<file path="src/rtl/core/sds_pkg.sv">
// ----------------------------------------------------------------------------
// sds_pkg
// Shared widths, register codes and control types of the SMA deviation unit.
// ----------------------------------------------------------------------------
package sds_pkg;

  localparam int NUM_SYMBOLS = 16;
  localparam int WINDOW_MAX  = 32;

  localparam int SYMF_W     = 4;
  localparam int PRICE_W    = 32;
  localparam int TIME_W     = 64;
  localparam int SIG_W      = 17;
  localparam int WIN_W      = 6;
  localparam int MULT_W     = 16;
  localparam int CFG_DATA_W = 16;
  localparam int CFG_IDX_W  = 1;

  localparam int SYM_W   = (NUM_SYMBOLS > 1) ? $clog2(NUM_SYMBOLS) : 1;
  localparam int CUR_W   = (WINDOW_MAX > 1) ? $clog2(WINDOW_MAX) : 1;
  localparam int FILL_W  = $clog2(WINDOW_MAX + 1);
  localparam int DEPTH   = NUM_SYMBOLS * WINDOW_MAX;
  localparam int ADDR_W  = (DEPTH > 1) ? $clog2(DEPTH) : 1;
  localparam int TOT_W   = PRICE_W + $clog2(WINDOW_MAX);
  localparam int MAG_W   = PRICE_W + FILL_W;
  localparam int PROD_W  = MAG_W + MULT_W;
  localparam int Q_W     = 15;
  localparam int DIV_STEPS = Q_W;
  localparam int CNT_W   = $clog2(DIV_STEPS);

  localparam logic [WIN_W-1:0]  WIN_RESET  = WIN_W'(20);
  localparam logic [MULT_W-1:0] MULT_RESET = MULT_W'(1000);

  typedef enum logic [CFG_IDX_W-1:0] {
    REG_WINDOW = 1'b0,
    REG_MULT   = 1'b1
  } cfg_reg_t;

  typedef struct packed {
    logic              accept;
    logic              update;
    logic              mag;
    logic              mul;
    logic              cmp;
    logic              div_step;
    logic              load_out;
    logic              clr_en;
    logic [ADDR_W-1:0] clr_addr;
  } cmd_t;

  typedef struct packed {
    logic sym_ok;
    logic emit;
    logic early;
    logic out_free;
  } sts_t;

endpackage

</file>
<file path="src/rtl/core/sds_ctrl.sv">
// ----------------------------------------------------------------------------
// sds_ctrl
// Sequencer: memory clear after reset, tick update, math steps, divide loop.
// ----------------------------------------------------------------------------
module sds_ctrl import sds_pkg::*; (
  input  logic clk,
  input  logic rst_n,
  input  logic in_valid,
  output logic in_ready,
  input  sts_t sts,
  output cmd_t cmd
);

  typedef enum logic [2:0] {
    S_CLR,
    S_IDLE,
    S_UPD,
    S_MAG,
    S_MUL,
    S_CMP,
    S_DIV,
    S_OUT
  } state_t;

  state_t            state_r;
  logic [ADDR_W-1:0] clr_addr_r;
  logic [CNT_W-1:0]  cnt_r;

  always_ff @(posedge clk) begin
    if (!rst_n) begin
      state_r    <= S_CLR;
      clr_addr_r <= '0;
      cnt_r      <= '0;
    end else begin
      unique case (state_r)
        S_CLR: begin
          clr_addr_r <= clr_addr_r + ADDR_W'(1);
          if (clr_addr_r == ADDR_W'(DEPTH - 1)) begin
            state_r <= S_IDLE;
          end
        end
        S_IDLE: begin
          if (in_valid && sts.sym_ok) begin
            state_r <= S_UPD;
          end
        end
        S_UPD: begin
          state_r <= sts.emit ? S_MAG : S_IDLE;
        end
        S_MAG: state_r <= S_MUL;
        S_MUL: state_r <= S_CMP;
        S_CMP: begin
          cnt_r   <= '0;
          state_r <= sts.early ? S_OUT : S_DIV;
        end
        S_DIV: begin
          cnt_r <= cnt_r + CNT_W'(1);
          if (cnt_r == CNT_W'(DIV_STEPS - 1)) begin
            state_r <= S_OUT;
          end
        end
        S_OUT: begin
          if (sts.out_free) begin
            state_r <= S_IDLE;
          end
        end
        default: state_r <= S_IDLE;
      endcase
    end
  end

  assign in_ready = (state_r == S_IDLE);

  always_comb begin
    cmd          = '0;
    cmd.clr_addr = clr_addr_r;
    cmd.clr_en   = (state_r == S_CLR);
    cmd.accept   = (state_r == S_IDLE) && in_valid && sts.sym_ok;
    cmd.update   = (state_r == S_UPD);
    cmd.mag      = (state_r == S_MAG);
    cmd.mul      = (state_r == S_MUL);
    cmd.cmp      = (state_r == S_CMP);
    cmd.div_step = (state_r == S_DIV);
    cmd.load_out = (state_r == S_OUT) && sts.out_free;
  end

endmodule

</file>
<file path="config.mk">
export PLATFORM = sky130hd
export DESIGN_NAME = sds_ctrl
export DESIGN_NICKNAME = d
export VERILOG_FILES = /design/src/rtl/core/sds_pkg.sv /design/src/rtl/core/sds_ctrl.sv
export SDC_FILE = /design/constraint.sdc
export NUM_CORES = 1
export LEC_CHECK = 0
export BUFFER_PORTS_ARGS = -buffer_cell sky130_fd_sc_hd__buf_2
export CAP_MARGIN = 20
export CORE_ASPECT_RATIO = 1.1
export CORE_MARGIN = 4
export CORE_UTILIZATION = 40
export CTS_CLUSTER_DIAMETER = 40
export DETAILED_ROUTE_END_ITERATION = 8
export HOLD_SLACK_MARGIN = 0.05
export PLACE_DENSITY = 0.66
export SLEW_MARGIN = 0
export SYNTH_ARGS = -nofsm -noshare
export SYNTH_HDL_FRONTEND = slang
export SYNTH_SLANG_ARGS = --single-unit
</file>
<file path="constraint.sdc">
create_clock -name clk -period 2.4 [get_ports clk]
set_input_delay 0.24 -clock clk [delete_from_list [all_inputs] [get_ports clk]]
set_output_delay 0.24 -clock clk [all_outputs]
set_load 0.05 [all_outputs]
</file>
==> results.md, run 1 <==
- STA puts the critical path data required time at 2160 ps.
- Timing would allow up to 0.5155 GHz.
- In the final timing run, aggregate negative setup slack is 0 ps.
- The sequential cell area fraction in the yosys report is 0.3662.
- The minimum setup slack after placement is 778.8 ps.
- The total non-filler cell area in the finished layout is 1018 um^2.
- After technology mapping, the gate count stands at 111.
- The reported leakage power is 0.4671 nW.
- The max-capacitance violation count is 0.
- For this configuration, the core starts out at a cell density of 0.4283.
- In this run, synthesis produced a sequential element count of 16.
- The total standard cell area after synthesis is 874.6 um^2.
- The sequential fraction of design power is 0.594.
- The worst register-to-register path has a setup slack of 760 ps.
- In this run, distinct cell masters in the synthesized netlist total 32.
- The worst setup path is launched from a flop.
- The worst clock skew is 0.9711 ps.
- Of the available clock period, the critical path in the final layout requires 0.8083.
- The part of the total power dissipated in the clock network is 0.304.
- The number of I/O pins is 25.
- The relative contribution of combinational cells to total power is 0.102.
- Hold is met by 233.7 ps.
- The average vias per placed instance is 5.286.
- The class of the worst hold path is primary input to flop.
- In this run the remaining antenna-violating nets after routing total 0.
- The count of hold-fix buffers inserted at cts is 0.
- The kind of cell adding the most delay to the critical path is simple AND/OR/NAND/NOR gates.
- The remaining global-route overflow is 0.
- Traced cell by cell, the critical path runs through or3_1, inv_2, buf_2.
- The largest driver fanout on the critical path is 17.
- 0 antenna diodes ended up in the layout.
- The switching power is 0.1238 mW.
- The number of pins with negative max-slew slack in the final report came to 0.
- The final routed wire length divided by cell count is 11.47 um.
- Setup violations remaining at the end of the flow were counted as 0.
- The net count of the finished layout is 146.
- The count of standard-cell rows is 17.
- The number of clock buffers added by TritonCTS is 3.
- The worst slew margin relative to its limit is 0.6744.
- When the netlist entered floorplanning its net count stood at 122.
- The total iterations of the first detailed-routing run is 4.
- The core region is 2042 um^2.
- The tree is rooted in a sky130_fd_sc_hd__clkbuf_4.
- The aggregate global-route resource usage is 0.1311.
- The switching fraction of total power is 0.2633.
- After detailed routing, the number of remaining DRC violations is 0.
- Once layout is complete, the utilization of the core stands at 0.4988.
- The clock-pin slew on the worst setup and hold paths is 90 ps.
- The final critical-path setup slack is 460.0 ps.
- The floorplan die area is 2999 um^2.
- The number of hold violations in the final report is 0.
- The internal power of the cells is 0.3465 mW.
- The total setup buffers inserted after CTS is 0.
- The number of antenna violations at the first check in global routing is 0.
- The arrival time of data at the critical path endpoint is 1700 ps.
- The layout cell share with drive strength beyond 1 is 0.2105.
- The HPWL after detailed placement is 1.391 mm.
- The number of global-route vias before repair came to 735.
- The global placer's final weighted congestion is 0.7974.
- Each instance of the synthesized netlist takes up on average 7.879 um^2.
- CTS built an H-tree with a depth of 1.
- TritonCTS built the clock tree.
- The via count is 851.
- Power spread over the standard cell area amounts to 461.8 nW/um^2.
- The top cell type by total area after synthesis is sky130_fd_sc_hd__dfxtp_1.
- The category of the critical setup timing path is flop to output port.
- For the pin with the worst max-slew slack, the measured transition is 487.8 ps.
- The share of synthesized area in the top cell type comes to 0.3662.
- Setup repair after global routing left no endpoint under its margin.
- The cell with the biggest individual delay on the critical path is sky130_fd_sc_hd__or3_1.
- The number of buffer and inverter instances along the worst setup path is 2.
- The wire length reported by the detailed router is 1.847 mm.
- Summing all placed instances gives a cell area of 996.0 um^2.
- The number of buffers between clock root and the deepest sink is 2.
- Entering global routing, the biggest net connects 18 pins.
- The yosys synthesis warning count is 0.
- Ranked by total cell area, the synthesized netlist is headed by sky130_fd_sc_hd__dfxtp_1 37%, sky130_fd_sc_hd__nand2_1 6.9%, sky130_fd_sc_hd__nor2_1 6.4%.
- The latest clock arrival within the worst-skew pair is 280 ps.
- CTS saw 16 sinks.
- The wire length of the first global-routing pass is 3.063 mm.
- The smallest clock period supported by the final layout is computed as 1940 ps.
- Compared with the post-synthesis result, the final layout area differs by 16.45%.
- The chip width is 52.59 um.
- The kind of end point of the critical path is an output port.
- After the first detailed-routing iteration, the DRC count stood at 11.
- The worst-case IR drop observed on VDD is 0.2375 mV.
- For this run, the slowest stage of the critical path takes 500 ps.
- The run finished with clean final reports.
- Port buffering added 24 buffers.
- The number of gates resized after CTS is 0.
- The die is 57.04 um tall.
-- registers in the layout (all words and copies together), names as in the netlist --
register,cells
cnt_r,4
state_r,3
clr_addr_r,9
-- logic make-up (layout without fill, tap and decap cells) --
| family | after synthesis | count (layout) | share of synthesized area |
|---|---|---|---|
| XOR/XNOR | 6 | 6 | 0.06010 |
| flip-flops | 16 | 16 | 0.3662 |
| AO/OA/AOI/OAI | 22 | 22 | 0.1660 |
| buffers and inverters | 11 | 33 | 0.06437 |
| AND/OR/NAND/NOR | 51 | 51 | 0.2747 |
| multiplexers | 1 | 1 | 0.01145 |
| adder cells (fa/ha/maj) | 4 | 4 | 0.05723 |
-- worst register-to-register path: stages (launching register included) --
cell and delay (ps):
sky130_fd_sc_hd__dfxtp_1 640, sky130_fd_sc_hd__or3_1 330, sky130_fd_sc_hd__a2bb2oi_1 270, sky130_fd_sc_hd__a21oi_1 100, sky130_fd_sc_hd__a41o_1 200
-- path summary, 6_finish.rpt --
| path | endpoint | cells after the start | from |
|---|---|---|---|
| max | cmd[9] | 3 | state_r[1] |
| min | cnt_r[0] | 2 | rst_n |
| max reg2reg | state_r[1] | 4 | state_r[1] |
| min reg2reg | clr_addr_r[8] | 2 | clr_addr_r[8] |
-- stage by stage --
step                      cells  power (mW)
after global routing        161      0.4889
final                       161      0.4703
after detailed placement    158      0.3340
after CTS                   161      0.4754
after global placement      158      0.3336
after floorplan             111      0.3188
-- synth_stat cells --
cell type	number
sky130_fd_sc_hd__nor3_1	2
sky130_fd_sc_hd__clkbuf_1	3
sky130_fd_sc_hd__o21ai_0	4
sky130_fd_sc_hd__o311a_1	1
sky130_fd_sc_hd__and3b_1	2
sky130_fd_sc_hd__nand2_1	16
sky130_fd_sc_hd__xnor2_1	3
sky130_fd_sc_hd__a22o_1	1
sky130_fd_sc_hd__a211oi_1	2
sky130_fd_sc_hd__and3_1	3
sky130_fd_sc_hd__inv_1	5
sky130_fd_sc_hd__mux2i_1	1
sky130_fd_sc_hd__or3_1	2
sky130_fd_sc_hd__a22oi_1	1
sky130_fd_sc_hd__dfxtp_1	16
sky130_fd_sc_hd__o211ai_1	1
sky130_fd_sc_hd__ha_1	4
sky130_fd_sc_hd__nand4_1	3
sky130_fd_sc_hd__o31ai_1	1
sky130_fd_sc_hd__buf_6	2
sky130_fd_sc_hd__nand2b_1	2
sky130_fd_sc_hd__nor2_1	15
sky130_fd_sc_hd__or2b_1	1
sky130_fd_sc_hd__inv_2	1
sky130_fd_sc_hd__a21oi_1	7
sky130_fd_sc_hd__a2bb2oi_1	1
sky130_fd_sc_hd__a41o_1	1
sky130_fd_sc_hd__o22ai_1	1
sky130_fd_sc_hd__o221ai_1	1
sky130_fd_sc_hd__xor2_1	3
sky130_fd_sc_hd__nand3_1	4
sky130_fd_sc_hd__and2_1	1
-- power by group through the flow --
stage                     registers (mW)  clock network, mW  logic [mW]
after global routing               0.281              0.155      0.0526
after global placement             0.286                  0      0.0480
final                              0.280              0.143      0.0478
after floorplan                    0.300                  0      0.0187
after CTS                          0.280              0.147      0.0483
after detailed placement           0.286                  0      0.0481
-- layer usage --
| metal | part of all wire | up-vias | GRT usage |
|---|---|---|---|
| met5 | 0 | - | 0 |
| met4 | 0.012 | 0 | 0.05474 |
| met3 | 0.029 | 4 | 0.02350 |
| met2 | 0.47 | 13 | 0.2074 |
| met1 | 0.49 | 405 | 0.1728 |
| li1 | - | 429 | - |
-- cells in the final DEF, fill, tap and decap left out --
| cell type | instances |
|---|---|
| sky130_fd_sc_hd__a211oi_1 | 2 |
| sky130_fd_sc_hd__a21oi_1 | 7 |
| sky130_fd_sc_hd__a22o_1 | 1 |
| sky130_fd_sc_hd__a22oi_1 | 1 |
| sky130_fd_sc_hd__a2bb2oi_1 | 1 |
| sky130_fd_sc_hd__a41o_1 | 1 |
| sky130_fd_sc_hd__and2_1 | 1 |
| sky130_fd_sc_hd__and3_1 | 3 |
| sky130_fd_sc_hd__and3b_1 | 2 |
| sky130_fd_sc_hd__buf_2 | 24 |
| sky130_fd_sc_hd__clkbuf_4 | 3 |
| sky130_fd_sc_hd__dfxtp_1 | 16 |
| sky130_fd_sc_hd__ha_1 | 4 |
| sky130_fd_sc_hd__inv_1 | 5 |
| sky130_fd_sc_hd__inv_2 | 1 |
| sky130_fd_sc_hd__mux2i_1 | 1 |
| sky130_fd_sc_hd__nand2_1 | 16 |
| sky130_fd_sc_hd__nand2b_1 | 2 |
| sky130_fd_sc_hd__nand3_1 | 4 |
| sky130_fd_sc_hd__nand4_1 | 3 |
| sky130_fd_sc_hd__nor2_1 | 15 |
| sky130_fd_sc_hd__nor3_1 | 2 |
| sky130_fd_sc_hd__o211ai_1 | 1 |
| sky130_fd_sc_hd__o21ai_0 | 4 |
| sky130_fd_sc_hd__o221ai_1 | 1 |
| sky130_fd_sc_hd__o22ai_1 | 1 |
| sky130_fd_sc_hd__o311a_1 | 1 |
| sky130_fd_sc_hd__o31ai_1 | 1 |
| sky130_fd_sc_hd__or2b_1 | 1 |
| sky130_fd_sc_hd__or3_1 | 2 |
| sky130_fd_sc_hd__xnor2_1 | 3 |
| sky130_fd_sc_hd__xor2_1 | 3 |
-- cell type report --
class / instances / area (um^2)
clock buffers: 3 / 22.52
multi-input cells: 84 / 498.0
repair buffers: 24 / 120.1
inverters: 6 / 22.52
flip-flops and latches: 16 / 320.3
fillers: 211 / 1023
well taps: 28 / 35.03
Note: power is estimated with default switching activity, not from simulation.
==> run 2: changes to the inputs <==
ABC_AREA = 1   (was not set)
PLACE_DENSITY = 0.65   (was 0.66)
clock period = 1.95 ns   (was 2.4 ns; I/O delays follow)
==> run 2 against run 1 <==
Setup slack got worse by 220 ps. Largest power group is now combinational cells. Die area increased by 11%. Critical path type unchanged. Critical endpoint is now cmd[11]. Via count grew 11%. Clock skew is 7.6 ps higher.
==> results.md, run 2 <==
- The detailed-route DRC error count was 0 (unchanged).
- The via count is 943 (+11%).
- The met3 capacity usage during global routing was 0.03672 (+0.01322).
- The kind of end point of the critical path is an output port.
- The signed area change from the synthesized netlist to the final layout is 16.67%.
- The initial detailed-routing violation count was 17 (+6).
- The switching power is 0.6401 mW (+420%).
- The flow ran to the end, and the final reports show no timing, DRC or antenna violations.
- The most frequent cell after synthesis is sky130_fd_sc_hd__nand2_1.
- The met2 demand-to-capacity share in global routing came to 0.2534 (+0.04593).
- The starting density of the core is 0.4314 (+0.003063).
- The sequential fraction of design power is 0.352 (-0.242).
- The chip width was 55.46 um (+5.5%).
- The number of flip-flops under the largest register name is 9 (unchanged).
- The count of hold-fix buffers inserted at cts is 0 (unchanged).
- The synthesized area divided by synthesized cell count is 6.787 um^2 (-14%).
- The sequential cell area fraction in the yosys report is 0.3232 (-0.04301).
- The worst stage delay on the critical path is 590 ps (+90 ps).
- The latest clock arrival within the worst-skew pair is 290 ps (about the same).
- The layout cell share with drive strength beyond 1 came to 0.2235 (+0.01300).
- The clock-pin slew on the worst setup and hold paths was 90 ps (about the same).
- By area the synthesized netlist is led by sky130_fd_sc_hd__dfxtp_1 32%, sky130_fd_sc_hd__nand2_1 11%, sky130_fd_sc_hd__nor2_1 9.5%.
- The max-capacitance violation count is 0 (unchanged).
- The net count of the finished layout is 182 (+25%).
- The total nets after synthesis came to 157 (+29%).
- The final cycle utilization of the critical path is 0.8755.
- The gate count of the mapped netlist was 146 (+32%).
- The number of buffers between clock root and the deepest sink came to 2 (unchanged).
- The count of standard-cell rows was 18 (+1).
- The total CTS buffers is 3 (unchanged).
- The placeable core region is 2297 um^2 (+12%).
- The largest driver fanout on the critical path is 10 (-7).
- The worst clock skew is 8.573 ps (+7.602 ps).
- The global routing met1 resource utilization is 0.1565 (-0.01627).
- The aggregate global-route resource usage is 0.1409 (+0.009838).
- The data required time at the worst endpoint is 1750 ps (-410 ps).
- The CTS H-tree depth was 1 (unchanged).
- The number of failing setup endpoints in the final timing report is 0 (unchanged).
- The flop-to-flop setup slack was 280 ps (-480 ps).
- The largest net degree at the start of global routing is 13 (-5).
- The reported leakage power is 0.6103 nW (+31%).
- The setup total negative slack is 0 ps (unchanged).
- The wire length reported by the detailed router is 2.005 mm (+8.6%).
- The total standard cell area after synthesis came to 991.0 um^2 (+13%).
- The post-synthesis register bit count is 16 (unchanged).
- The number of antenna cells inserted is 0 (unchanged).
- The commonest cells after synthesis are 28 x sky130_fd_sc_hd__nand2_1, 25 x sky130_fd_sc_hd__nor2_1, 23 x sky130_fd_sc_hd__inv_1.
- The number of enable-type register cells in the synthesized netlist is 0 (unchanged).
- The final routed wire length divided by cell count came to 10.03 um (-13%).
- The arrival time of data at the critical path endpoint is 1510 ps (-190 ps).
- The number of hold violations in the final report is 0 (unchanged).
- The unique cell type count in the Yosys netlist came to 25 (-22%).
- The worst slew margin relative to its limit is 0.7198 (+0.04543).
- STA classifies the critical path startpoint as a flop.
- The chip height came to 60.20 um (+5.5%).
- The number of pins with negative max-slew slack in the final report was 0 (unchanged).
- The share of flip-flops with an asynchronous set or reset after synthesis came to 0 (unchanged).
- Setup repair after global routing left no endpoint under its margin.
- The maximum achievable frequency is 0.5857 GHz.
- The number of I/O port buffers is 24 (unchanged).
- The largest registers in the layout are clr_addr_r (9), cnt_r (4), state_r (3).
- The detailed placer's ending HPWL is 1.599 mm (+15%).
- The total iterations of the first detailed-routing run is 4 (unchanged).
- The number of antenna violations at the first check in global routing is 0 (unchanged).
- The part of the total power dissipated in the clock network was 0.170 (-0.134).
- The remaining global-route overflow is 0 (unchanged).
- The floorplan die area is 3338 um^2 (+11%).
- The clock tree from TritonCTS is built.
- The share of Yosys cell area claimed by the top area cell type came to 0.3232 (-0.04301).
- The minimum period implied by the final worst setup slack is 1707 ps.
- The peak ir drop on the vdd network came to 0.8029 mV (+240%).
- The average vias per placed instance is 4.715 (-11%).
- The switching fraction of total power came to 0.4909 (+0.2276).
- The tightest hold margin was 221.8 ps (-11.90 ps).
- The relative contribution of combinational cells to total power was 0.477 (+0.375).
- The most used flip-flop cell after synthesis is sky130_fd_sc_hd__dfxtp_1.
- The yosys synthesis warning count was 0 (unchanged).
- The class of the worst hold path is primary input to flop.
- The power density normalized to cell area is 1128 nW/um^2 (+140%).
- The library cells used most frequently in the layout, excluding fill and tap cells, are 28 x sky130_fd_sc_hd__nand2_1, 25 x sky130_fd_sc_hd__nor2_1, 24 x sky130_fd_sc_hd__buf_2.
- The category of the critical setup timing path is flop to output port.
- met2 is the most crowded layer.
- The number of nets with antenna violations after routing was 0 (unchanged).
- The number of I/O pins is 25 (unchanged).
- The number of global-route vias before repair is 924 (+26%).
- The measured slew at the worst slew-check pin is 419.7 ps (-68.06 ps).
- In this run the clock root is driven by a sky130_fd_sc_hd__clkbuf_4.
- The global placer's final weighted congestion is 0.8204 (+2.9%).
- The wire length of the first global-routing pass is 3.774 mm (+23%).
- Traced cell by cell, the critical path runs through nand3_1, inv_1, buf_2.
- Ranked by flip-flop count, first place goes to clr_addr_r.
- The number of clock sinks is 16 (unchanged).
- The synthesized design spends more area on one cell type than any other, namely sky130_fd_sc_hd__dfxtp_1.
- The internal power of the cells is 0.6638 mW (+92%).
- Leaving out fill and tap cells, the most frequent cell in the layout is sky130_fd_sc_hd__nand2_1.
- The cell with the biggest individual delay on the critical path is sky130_fd_sc_hd__dfxtp_1.
[run 2: worst paths after layout]
| check | startpoint | end | cells past startpoint |
|---|---|---|---|
| setup / recovery | state_r[1] | cmd[11] | 3 |
| hold / removal | sts[0] | state_r[2] | 4 |
| setup reg to reg | clr_addr_r[0] | state_r[1] | 9 |
| hold reg to reg | cnt_r[3] | cnt_r[3] | 2 |
[run 2: stage by stage]
step,total power [mW],instance area (um^2),utilization,cells,setup WS (ps)
final,1.304,1156,0.5033,200,242.7
after global routing,1.408,1156,0.5033,200,86.45
after CTS,1.319,1155,0.5027,200,173.1
after detailed placement,1.090,1119,0.4869,196,319.4
after global placement,1.085,1119,0.4869,196,393.0
after floorplan,0.9917,991.0,-,146,25.59
[run 2: cells by family after synthesis]
family | after synthesis | share of synthesized area
buf+inv | 29 | 0.1326
fa+ha+maj | 4 | 0.05051
flops | 16 | 0.3232
compound gates | 19 | 0.1010
xor+xnor | 1 | 0.008840
simple gates | 77 | 0.3838
[run 2: layout make-up]
type / count / area, um^2
multi-input cells: 101 / 539.3
repair buffers: 24 / 120.1
well taps: 30 / 37.54
clock buffers: 4 / 36.28
flip-flops and latches: 16 / 321.6
inverters: 25 / 101.3
fillers: 243 / 1141
[run 2: routing by layer]
layer,share of wire,up-vias
li1,-,507
met1,0.44,406
met2,0.49,28
met3,0.054,2
met4,0.0095,0
met5,0,-
[run 2: worst max-delay path, delay by kind of cell, from the launching register on]
family                 cells  cell delay (ps)
AND/OR/NAND/NOR            1              240
flip-flops                 1              590
buffers and inverters      2              410
[run 2: timing repair]
item,4_1_cts,5_1_grt
setup endpoints to repair,0,1
gates resized for setup,0,1
setup buffers,0,0
[run 2: power by group through the flow]
| stage | Sequential (mW) | Clock, mW | Combinational [mW] |
|---|---|---|---|
| 2_1_floorplan | 0.521 | 0 | 0.471 |
| 3_3_place_gp | 0.465 | 0 | 0.620 |
| 3_5_place_dp | 0.467 | 0 | 0.623 |
| 4_1_cts | 0.459 | 0.233 | 0.627 |
| 5_1_grt | 0.471 | 0.254 | 0.683 |
| 6_report | 0.459 | 0.222 | 0.622 |
